--- src/rtl/core/ulsc_pkg.sv ---
// Package for the UART link sleep controller.
// Holds the event codes, beat types and defaults; depends on nothing.
package ulsc_pkg;

	localparam int unsigned COUNT_WIDTH_DEF = 16;
	localparam int unsigned CFG_WIDTH       = 16;
	localparam int unsigned PADDR_WIDTH     = 3;
	localparam int unsigned PDATA_WIDTH     = 32;

	localparam logic [CFG_WIDTH-1:0] IDLE_TICKS_RST = 16'd1000;

	localparam logic [PADDR_WIDTH-1:0] ADDR_IDLE_TICKS = 3'd0;

	typedef enum logic [2:0] {
		OP_WAKE       = 3'd0,
		OP_TXDATA     = 3'd1,
		OP_TICK       = 3'd2,
		OP_LINK_REG   = 3'd3,
		OP_LINK_UNREG = 3'd4,
		OP_START      = 3'd5,
		OP_STOP       = 3'd6,
		OP_FORCE_PIN  = 3'd7
	} opcode_t;

	typedef struct packed {
		opcode_t opcode;
		logic    wake_line;
		logic    tx_empty;
		logic    pin_value;
	} in_beat_t;

	typedef struct packed {
		logic host_wake_out;
		logic uart_enabled;
		logic sleeping;
		logic protocol_active;
		logic tx_pending;
		logic link_running;
		logic timer_armed;
	} out_beat_t;

endpackage

--- src/rtl/core/uart_link_sleep_controller.sv ---
// Top level of the UART link sleep controller: event decode, flags, idle countdown.
// Depends on ulsc_pkg.
//
// Channel  | Direction | Handshake          | Beat
// in       | input     | in_valid/in_ready  | ulsc_pkg::in_beat_t
// out      | output    | out_valid/out_ready| ulsc_pkg::out_beat_t
// cfg      | input     | APB psel/penable   | idle_timeout_ticks at 0x0
//
// Each event's state update and result are formed in one pass, and the result
// lands in the output register at the accepting edge.
// A new event is taken every cycle while the output register is empty or being drained.
// Reset clears the flags but sets the UART-enabled flag, loads the default timeout and empties the output register.
// A stalled output blocks the input only while its beat is not taken.
module uart_link_sleep_controller #(
	parameter int unsigned COUNT_WIDTH = ulsc_pkg::COUNT_WIDTH_DEF
) (
	input  logic                              clk,
	input  logic                              arst_n,
	input  logic                              in_valid,
	output logic                              in_ready,
	input  ulsc_pkg::in_beat_t                in_data,
	output logic                              out_valid,
	input  logic                              out_ready,
	output ulsc_pkg::out_beat_t               out_data,
	input  logic                              psel,
	input  logic                              penable,
	input  logic                              pwrite,
	input  logic [ulsc_pkg::PADDR_WIDTH-1:0]  paddr,
	input  logic [ulsc_pkg::PDATA_WIDTH-1:0]  pwdata,
	output logic [ulsc_pkg::PDATA_WIDTH-1:0]  prdata,
	output logic                              pready
);

	localparam logic [31:0] CntMax = 32'((64'd1 << COUNT_WIDTH) - 64'd1);

	logic [ulsc_pkg::CFG_WIDTH-1:0] idle_ticks_q;
	logic asleep_q, proto_q, txdata_q, wake_pin_q, uart_on_q, link_q, running_q, run_q;
	logic [COUNT_WIDTH-1:0] count_q;
	logic out_valid_q;
	ulsc_pkg::out_beat_t out_data_q;

	logic asleep_n, proto_n, txdata_n, wake_pin_n, uart_on_n, link_n, running_n, run_n;
	logic [COUNT_WIDTH-1:0] count_n;
	logic [COUNT_WIDTH-1:0] arm_val;
	logic [COUNT_WIDTH-1:0] count_dec;
	logic [31:0] cfg_ext;
	logic in_fire;

	assign pready   = 1'b1;
	assign in_ready = !out_valid_q || out_ready;
	assign in_fire  = in_valid && in_ready;
	assign out_valid = out_valid_q;
	assign out_data  = out_data_q;
	assign prdata = (paddr == ulsc_pkg::ADDR_IDLE_TICKS) ?
		ulsc_pkg::PDATA_WIDTH'(idle_ticks_q) : '0;

	always_comb begin
		cfg_ext = 32'(idle_ticks_q);
		if (cfg_ext == 32'd0) begin
			cfg_ext = 32'd1;
		end
		if (cfg_ext > CntMax) begin
			cfg_ext = CntMax;
		end
		arm_val = cfg_ext[COUNT_WIDTH-1:0];
	end

	assign count_dec = count_q - COUNT_WIDTH'(1);

	always_comb begin
		asleep_n   = asleep_q;
		proto_n    = proto_q;
		txdata_n   = txdata_q;
		wake_pin_n = wake_pin_q;
		uart_on_n  = uart_on_q;
		link_n     = link_q;
		running_n  = running_q;
		run_n      = run_q;
		count_n    = count_q;
		case (in_data.opcode)
			ulsc_pkg::OP_WAKE: begin
				if (proto_q && link_q) begin
					running_n = 1'b1;
					if (in_data.wake_line) begin
						if (wake_pin_q) begin
							if (!asleep_q) begin
								if (in_data.tx_empty) begin
									asleep_n  = 1'b1;
									running_n = 1'b0;
									uart_on_n = 1'b0;
								end else begin
									count_n = arm_val;
									run_n   = 1'b1;
								end
							end
						end else begin
							count_n = arm_val;
							run_n   = 1'b1;
						end
					end else if (asleep_q) begin
						asleep_n  = 1'b0;
						uart_on_n = 1'b1;
						count_n   = arm_val;
						run_n     = 1'b1;
					end
				end
			end
			ulsc_pkg::OP_TXDATA: begin
				running_n = 1'b1;
				txdata_n  = 1'b1;
				if (wake_pin_q) begin
					wake_pin_n = 1'b0;
					if (asleep_q) begin
						asleep_n  = 1'b0;
						uart_on_n = 1'b1;
					end
				end
			end
			ulsc_pkg::OP_TICK: begin
				if (run_q) begin
					count_n = count_dec;
					if (count_dec == '0) begin
						run_n = 1'b0;
						if (!wake_pin_q) begin
							wake_pin_n = 1'b1;
							txdata_n   = 1'b0;
						end
						if (in_data.wake_line) begin
							if (!asleep_q) begin
								if (!link_q || in_data.tx_empty) begin
									asleep_n  = 1'b1;
									running_n = 1'b0;
									uart_on_n = 1'b0;
								end else begin
									count_n = arm_val;
									run_n   = 1'b1;
								end
							end
						end else begin
							count_n = arm_val;
							run_n   = 1'b1;
						end
					end
				end
			end
			ulsc_pkg::OP_LINK_REG: begin
				link_n = 1'b1;
			end
			ulsc_pkg::OP_LINK_UNREG: begin
				link_n = 1'b0;
			end
			ulsc_pkg::OP_START: begin
				if (!proto_q) begin
					count_n    = arm_val;
					run_n      = 1'b1;
					wake_pin_n = 1'b0;
					proto_n    = 1'b1;
				end
			end
			ulsc_pkg::OP_STOP: begin
				if (proto_q) begin
					wake_pin_n = 1'b0;
					run_n      = 1'b0;
					proto_n    = 1'b0;
					if (asleep_q) begin
						asleep_n  = 1'b0;
						uart_on_n = 1'b1;
					end
				end
			end
			default: begin
				wake_pin_n = in_data.pin_value;
			end
		endcase
	end

	always_ff @(posedge clk or negedge arst_n) begin
		if (!arst_n) begin
			idle_ticks_q <= ulsc_pkg::IDLE_TICKS_RST;
		end else if (psel && penable && pwrite && paddr == ulsc_pkg::ADDR_IDLE_TICKS) begin
			idle_ticks_q <= pwdata[ulsc_pkg::CFG_WIDTH-1:0];
		end
	end

	always_ff @(posedge clk or negedge arst_n) begin
		if (!arst_n) begin
			asleep_q    <= 1'b0;
			proto_q     <= 1'b0;
			txdata_q    <= 1'b0;
			wake_pin_q  <= 1'b0;
			uart_on_q   <= 1'b1;
			link_q      <= 1'b0;
			running_q   <= 1'b0;
			run_q       <= 1'b0;
			count_q     <= '0;
			out_valid_q <= 1'b0;
		end else begin
			if (in_fire) begin
				asleep_q   <= asleep_n;
				proto_q    <= proto_n;
				txdata_q   <= txdata_n;
				wake_pin_q <= wake_pin_n;
				uart_on_q  <= uart_on_n;
				link_q     <= link_n;
				running_q  <= running_n;
				run_q      <= run_n;
				count_q    <= count_n;
			end
			if (in_fire) begin
				out_valid_q <= 1'b1;
			end else if (out_ready) begin
				out_valid_q <= 1'b0;
			end
		end
	end

	always_ff @(posedge clk) begin
		if (in_fire) begin
			out_data_q.host_wake_out   <= wake_pin_n;
			out_data_q.uart_enabled    <= uart_on_n;
			out_data_q.sleeping        <= asleep_n;
			out_data_q.protocol_active <= proto_n;
			out_data_q.tx_pending      <= txdata_n;
			out_data_q.link_running    <= running_n;
			out_data_q.timer_armed     <= run_n;
		end
	end

endmodule

--- config.mk ---
export PLATFORM = sky130hd
export DESIGN_NAME = uart_link_sleep_controller
export DESIGN_NICKNAME = d
export VERILOG_FILES = /design/src/rtl/core/ulsc_pkg.sv /design/src/rtl/core/uart_link_sleep_controller.sv
export SDC_FILE = /design/constraint.sdc
export NUM_CORES = 1
export LEC_CHECK = 0
export CORE_MARGIN = 10
export CORE_UTILIZATION = 60
export CTS_BUF_LIST = sky130_fd_sc_hd__clkbuf_8
export DETAILED_ROUTE_END_ITERATION = 8
export DONT_BUFFER_PORTS = 1
export PLACE_DENSITY = 0.75
export SYNTH_ARGS = -nofsm -noshare
export SYNTH_HDL_FRONTEND = slang
export SYNTH_SLANG_ARGS = --single-unit
--- constraint.sdc ---
create_clock -name clk -period 3.25 [get_ports clk]
set_clock_uncertainty 0.2 [all_clocks]
set_input_delay 0.4875 -clock clk [delete_from_list [all_inputs] [get_ports clk]]
set_output_delay 0.4875 -clock clk [all_outputs]
set_load 0.01 [all_outputs]
# Word level (Yosys, flattened, before mapping)
# Cells that the tools add are included.
# Widths: inputs -> output; s select.
# op_classes
add_sub_neg	1
multipliers	0
div	0
order_cmp	1
eq_ne	12
n_shift	0
mux	81
bitwise_logic	0
n_reduce_logical	19
# op_table
cell	n
$mux 16	15
$mux 1	57
$pmux 16 s3	1
$gt 32x16->1 const B	1
$logic_not 16->1	2
$sub 16x1->16 const B	1
$pmux 1 s4	3
$eq 3x3->1 const B	3
$ne 4x4->1 const B	2
$reduce_and 8->1	1
$eq 3x2->1 const B	2
$logic_not 3->1	2
$ne 2x2->1 const B	3
$pmux 1 s2	3
$logic_and 1x1->1	5
$pmux 1 s5	1
$reduce_bool 2->1	2
$eq 3x1->1 const B	1
$ne 3x3->1 const B	1
$pmux 1 s3	1
$reduce_bool 3->1	1
$reduce_or 3->1	1
$logic_not 1->1	2
$logic_or 1x1->1	2
$reduce_and 2->1	1
# totals
register_bits	48
latch_bits	0
ramBits	0
romBits	0
input_bits	48
out_inout_bits	42
wordCells	132
n_memories	0

# Longest topological paths before layout
# Gate-level depths: netlist of run 1.
# depth
depth_word	10
depth_mapped	12
depth_no_buf	9

# Least setup slack after synthesis of run 1
# Ideal clock, no wire load.
# synth_path
kind	reg-to-reg
start	register count_q[0]
end	register count_q[3]
setup_ns	0.129
arrival_ns	2.526
t_required_ns	2.921
slack_ns	0.396
stages_incl_launch_ff	13
n_path_buf	3
synth_period_minus_slack_ns	2.854
path_cell_list	dfrtp_1 -> clkbuf_1 -> inv_1 -> ha_1 -> clkbuf_2 -> nor4b_4 -> nand3_1 -> xor2_1 -> and3_1 -> and3_1 -> buf_6 -> and2_1 -> a2111o_1
# synth_between
elab_chain_len	7
elab_cells_between_ends	8
classes_between	add/sub: 1; mux: 6; reduce/logical: 1
# synth_lines
element	line_no	rtl
start, declared	uart_link_sleep_controller.sv:38	logic [COUNT_WIDTH-1:0] count_q;
start signal, assigned	uart_link_sleep_controller.sv:207	count_q <= count_n;
$sub 16x1->16 *	uart_link_sleep_controller.sv:68	assign count_dec = count_q - COUNT_WIDTH'(1);
$mux 16	uart_link_sleep_controller.sv:130	if (!link_q || in_data.tx_empty) begin
$mux 16	uart_link_sleep_controller.sv:129	if (!asleep_q) begin
$mux 16	uart_link_sleep_controller.sv:128	if (in_data.wake_line) begin
$mux 16 *	uart_link_sleep_controller.sv:122	if (count_dec == '0) begin
$mux 16 *	uart_link_sleep_controller.sv:120	if (run_q) begin
$pmux 16 s3 *	uart_link_sleep_controller.sv:80	case (in_data.opcode)
# Mark *: on every way between the ends. The rest lies on a longest branch, timed or not. The select of a mux whose other input is x is not followed.
# A chain may end at the register's enable or synchronous reset.

# Final worst setup path of run 1
# layout_path
start	register count_q[1]
end	register out_data_q, in the netlist out_data[4] (data pin)
# layout_between
elab_chain_len	5
# layout_lines
element	line_no	rtl
$sub 16x1->16	uart_link_sleep_controller.sv:68	
$logic_not 16->1	uart_link_sleep_controller.sv:122	
$mux 1	uart_link_sleep_controller.sv:122	
$mux 1	uart_link_sleep_controller.sv:120	
$pmux 1 s4	uart_link_sleep_controller.sv:80	
named net asleep_n	uart_link_sleep_controller.sv:42	logic asleep_n, proto_n, txdata_n, wake_pin_n, uart_on_n, link_n, running_n, run_n;
end, declared	uart_link_sleep_controller.sv:40	ulsc_pkg::out_beat_t out_data_q;
# The timed path passes the listed nets, and every way through them passes these cells.

==> impl_metrics.toml, run 1 <==
[status]
status = "finished, final reports clean"

[worst_setup_path]
required_ps = 3110
path_common_cell = "and3_1"
worstPathMaxFanout = 10
worstSetupPathType = "reg2reg"
critPathMaxStageDelay_ps = 430
slowest_stage = "a311oi_1"
endpoint_kind = "flip-flop"
worst_setup_path_start_kind = "flip-flop"
path_cells = "inv_1 > ha_1 > nor4b_4 > nand3_1 > xor2_1 > and3_1 > and3_1 > a311oi_1 > nor2_1"
critPathArrivalTime_ps = 2890

[place]
pre_cts_ws_ps = 282.8
port_buffers = 0
hpwl_um = 5970
placed_area_um2 = 3281
place_congestion = 0.9173

[route]
wirelength_met1_um = 3564
wl_met3_um = 847
wl_per_cell_um = 18.46
highest_layer = "met4"
wl_met2_um = 3542
ant_nets = 0
vias_per_cell = 6.444
detail_route.first_pass.iterations = 5
wl_um = 8105
drc = 0
vias = 2829
drt_iter0_markers = 393

[grt]
antenna_found_initial = 0
grt_max_degree = 42
grt-ovfl-total = 0
grt_usage_pct = 18.31
grt_pass1_vias = 2658
grt_pass1_wl_um = 13210

[job]
cap_violations = 0

[finish]
fin_util_pct = 62.55
final_layout_size_suffix_gt1_share_pct = 12.81
final_nets = 416
postLayoutCellArea_um2 = 3402
num_antenna_cells = 0
area_delta_synth_final_pct = 2.642

[clock_network]
ctsHoldBuffers = 2
root_buffer = "clkbuf_8"
cts.clk_slew.worst_paths_ps = 90
numCtsBuffers = 5
tritoncts = "yes"
htreeDepth = 2
cts_resized = 0
clk_latency_ps = 310
cts.sinks = 48
post-cts-setup-buffers = 0
clk_path_buf_depth = 2

[sta]
slew_violations = 0
hold_slack_ps = 86.46
fmax_mhz = 330.3
worstMarginPinSlew_ps = 768.2
period_minus_slack_ps = 3028
timing.final.crit_share_pct = 93.16
slew_headroom_pct = 48.79
finalSetupTns_ps = 0
grt_setup_unrepaired = "no"
hold_violations = 0
setup_slack_ps = 222.2
setup_violations = 0

[die]
num_io_pins = 90
die_x_um = 94.33
core_area_um2 = 5439
die_y_um = 94.33
die-area_um2 = 8897
initial_core_util_pct = 60.94
fp-row-count = 27

[pwr]
peakVddDrop_uv = 353.1
pwr_density_cell_nw_per_um2 = 594.0
p_leak_nw = 1.372

[yosys]
yosysUniqueCellTypes = 70
synth-seq-cells = 48
synth_top_cell_by_area = "dfrtp_1"
synth_top_area_share_pct = 25.67
yosys_warnings = 0
synth_most_common_cell = "dfrtp_1"
yosysSeqAreaShare_pct = 37.56
synth_area_leaders = "dfrtp_1, edfxtp_1, dfstp_2"
synth_area_um2 = 3314
syn_avg_cell_area_um2 = 8.815
synth_flop_cell = "dfrtp_1"
synth_edf_count = 7
yosys-top-cells-count = "dfrtp_1, nor2_1, nand2_1, o21ai_0, a21oi_1"
async_flop_share_pct = 85.42
synthCells = 376

[worst_hold_path]
hp-class = "in2reg"
[final timing paths]
kind / start / to / slack (ps) / depth (start not counted)
min in group asynchronous: arst_n / count_q[3] / 450 / 2
worst min-delay path: in_valid / out_valid / 90 / 1
worst max register to register: count_q[1] / out_data[4] / 220 / 9
max in group asynchronous: arst_n / idle_ticks_q[9] / 2140 / 2
worst max-delay path: count_q[1] / out_data[4] / 220 / 9
worst min register to register: uart_on_q / uart_on_q / 330 / 2
[critical path: cells and delay by family (launching register included)]
kind | cells | cell delay (ps)
buffers and inverters | 1 | 100
AND/OR/NAND/NOR | 5 | 1200
flip-flops | 1 | 390
XOR/XNOR | 1 | 200
AO/OA/AOI/OAI | 1 | 430
adder cells (fa/ha/maj) | 1 | 270
[report_power, final]
part / internal, W / total (W) / switching (W)
combinational: 0.000298 / 0.000627 / 0.000329
clock: 0.000155 / 0.000373 / 0.000219
sequential: 0.000770 / 0.00102 / 0.000251
total: 0.00122 / 0.00202 / 0.000799
[logic make-up after synthesis]
group           count (synthesis)  synth area share (%)
other cells                     2                0.2266
compound gates                109                 22.46
flops                          48                 37.56
simple gates                  144                 24.84
xor+xnor                        2                0.5286
fa+ha+maj                       2                0.7549
buf+inv                        54                 8.607
mux                            15                 5.021
[stage by stage]
stage               instances  power [W]
global placement          429   0.001602
CTS                       439   0.002016
detailed placement        429   0.001630
global route              439   0.002165
finish                    439   0.002021
floorplan                 391   0.001495
[area by class of cell]
| type | count | area, µm² |
|---|---|---|
| clock buffer | 5 | 68.82 |
| clock inverter | 3 | 22.52 |
| fill | 469 | 2037 |
| multi-input combinational | 289 | 1841 |
| inverter | 12 | 45.04 |
| timing repair buffer | 10 | 90.09 |
| tap | 72 | 90.09 |
| sequential | 48 | 1245 |
[layout by cell type, fill, tap and decap left out, types with 3 or more instances in the layout]
cell type,instances
edfxtp_1,7
nor3_1,15
a21o_1,9
nor4_1,8
dfstp_2,7
a41oi_1,3
nor2b_1,4
a221o_1,3
clkbuf_8,5
mux2_2,13
inv_1,11
o211ai_1,5
dfrtp_1,34
nand2b_1,4
conb_1,17
a31oi_1,3
and2_1,18
a21oi_1,21
buf_4,8
o41ai_1,3
o21ai_0,24
and3_1,6
nor2_1,26
nand3b_1,3
o21a_1,4
nand4_1,5
nand2_1,24
nor3b_1,5
a22oi_1,6
a211oi_1,6
nand3_1,11
[per-layer routing]
layer,GRT usage (%),vias to the layer above
li1,-,1341
met1,23.92,1317
met2,27.46,153
met3,6.235,18
met4,6.582,0
met5,0,-
Note: power is estimated with default switching activity, not from simulation.
==> run 2: changes to the inputs <==
CTS_BUF_LIST = sky130_fd_sc_hd__clkbuf_4   (was sky130_fd_sc_hd__clkbuf_8)
==> impl_metrics.toml, run 2 (synthesis gave the netlist of run 1 again) <==
[route]
wl_um = 8082
ant_nets = 0
vias_per_cell = 6.458
drt_iter0_markers = 347
drc = 0
vias = 2835
wl_per_cell_um = 18.41
detail_route.first_pass.iterations = 5

[die]
core_area_um2 = 5439
fp-row-count = 27
die-area_um2 = 8897
num_io_pins = 90
initial_core_util_pct = 60.94
die_y_um = 94.33
die_x_um = 94.33

[worst_hold_path]
hp-class = "in2reg"
min_from = "in_valid"

[pwr]
pwr_density_cell_nw_per_um2 = 577.5
combPwrFrac_pct = 32.4
power_frac_seq_pct = 52.3
switching_share_pct = 40.69
p_leak_nw = 1.359
peakVddDrop_uv = 352.3
p_switching_w = 0.0007921
p_int_w = 0.001155
clock_power_share_pct = 15.3

[clock_network]
tritoncts = "yes"
htreeDepth = 2
root_buffer = "clkbuf_4"
clk_latency_ps = 370
cts_resized = 0
cts.clk_slew.worst_paths_ps = 150
numCtsBuffers = 5
cts.sinks = 48
clk_path_buf_depth = 2

[job]
cap_violations = 0

[place]
pre_cts_ws_ps = 282.8
hpwl_um = 5970
port_buffers = 0
place_congestion = 0.9173
dp_cells = 429

[grt]
grt_max_degree = 42
grt_usage_pct = 18.26
grt_pass1_wl_um = 13180
grt-ovfl-total = 0
antenna_found_initial = 0
grt_pass1_vias = 2666

[sta]
setup_slack_ps = 236.8
setup_violations = 0
hold_violations = 0
timing.final.crit_share_pct = 92.71
grt_setup_unrepaired = "no"
worstMarginPinSlew_ps = 728.9
slew_headroom_pct = 51.41
finalSetupTns_ps = 0
period_minus_slack_ps = 3013
slew_violations = 0
fmax_mhz = 331.9

[finish]
num_antenna_cells = 0
seqCellArea_um2 = 1245
final_layout_size_suffix_gt1_share_pct = 12.81
multi_input_area_um2 = 1841
layout_commonest_cell = "dfrtp_1"
instances_no_fill = 439
nFillCells = 477
most-common-layout-cells = "dfrtp_1, nor2_1, o21ai_0, nand2_1, a21oi_1"
area_delta_synth_final_pct = 1.699
final_nets = 416

[worst_setup_path]
worstPathMaxFanout = 10
required_ps = 3190
worst_setup_path_start_kind = "flip-flop"
worstSetupPathType = "reg2reg"
reg2reg_from = "count_q[1]"
critPathArrivalTime_ps = 2950
endpoint_kind = "flip-flop"
cp-startpoint = "count_q[1]"

[status]
status = "finished, final reports clean"
==> run 2: cell counts in the layout (fill, tap and decap cells not counted) <==
No cell type changed its count.
==> run 2: what timing repair did <==
action,CTS,global route
hold endpoints to repair,41,0
hold buffers,2,0
buffers inserted,0,0
==> run 2: routing by layer <==
metal | share of wire [%] | GRT usage, %
met1 | 43 | 24.06
met2 | 44 | 27.35
met3 | 11 | 6.075
met4 | 1.6 | 6.329
met5 | 0 | 0
==> run 2: critical path: stages, from the launching register on <==
cell and delay [ps]:
dfrtp_1 410, inv_1 100, ha_1 270, nor4b_4 380, nand3_1 210, xor2_1 200, and3_1 180, and3_1 300
a311oi_1 420, nor2_1 100
==> run 2: power by group through the flow <==
stage	Combinational, W	Sequential, W	Clock (W)
floorplan	0.000598	0.000897	0
global placement	0.000586	0.00102	0
detailed placement	0.000605	0.00102	0
CTS	0.000623	0.00101	0.000303
global route	0.000711	0.00105	0.000328
finish	0.000630	0.00102	0.000298
==> run 2: area by class of cell <==
class | instances | area share, %
flip-flops and latches | 48 | 36.93
inverters | 12 | 1.336
clock inverters | 3 | 0.6682
well taps | 72 | 2.673
repair buffers | 10 | 2.673
multi-input cells | 289 | 54.60
clock buffers | 5 | 1.114
==> run 2: final timing paths <==
kind,to,slack [ps],cells after the start
setup / recovery,out_data[4],240,9
hold / removal,out_valid,10,1
setup reg to reg,out_data[4],240,9
hold reg to reg,uart_on_q,340,2
max in group asynchronous,idle_ticks_q[9],2220,2
min in group asynchronous,count_q[3],370,2
==> run 2: per-stage QoR <==
| stage | hold slack (ps) | cell area, µm² | total power (W) | utilization [%] |
|---|---|---|---|---|
| 6_report | 11.59 | 3371 | 0.001947 | 61.97 |
| 5_1_grt | 1.296 | 3371 | 0.002088 | 61.97 |
| 4_1_cts | 15.58 | 3371 | 0.001937 | 61.97 |
| 3_5_place_dp | -5.891 | 3281 | 0.001630 | 60.32 |
| 3_3_place_gp | -5.863 | 3281 | 0.001602 | 60.32 |
| 2_1_floorplan | -8.091 | 3371 | 0.001495 | - |
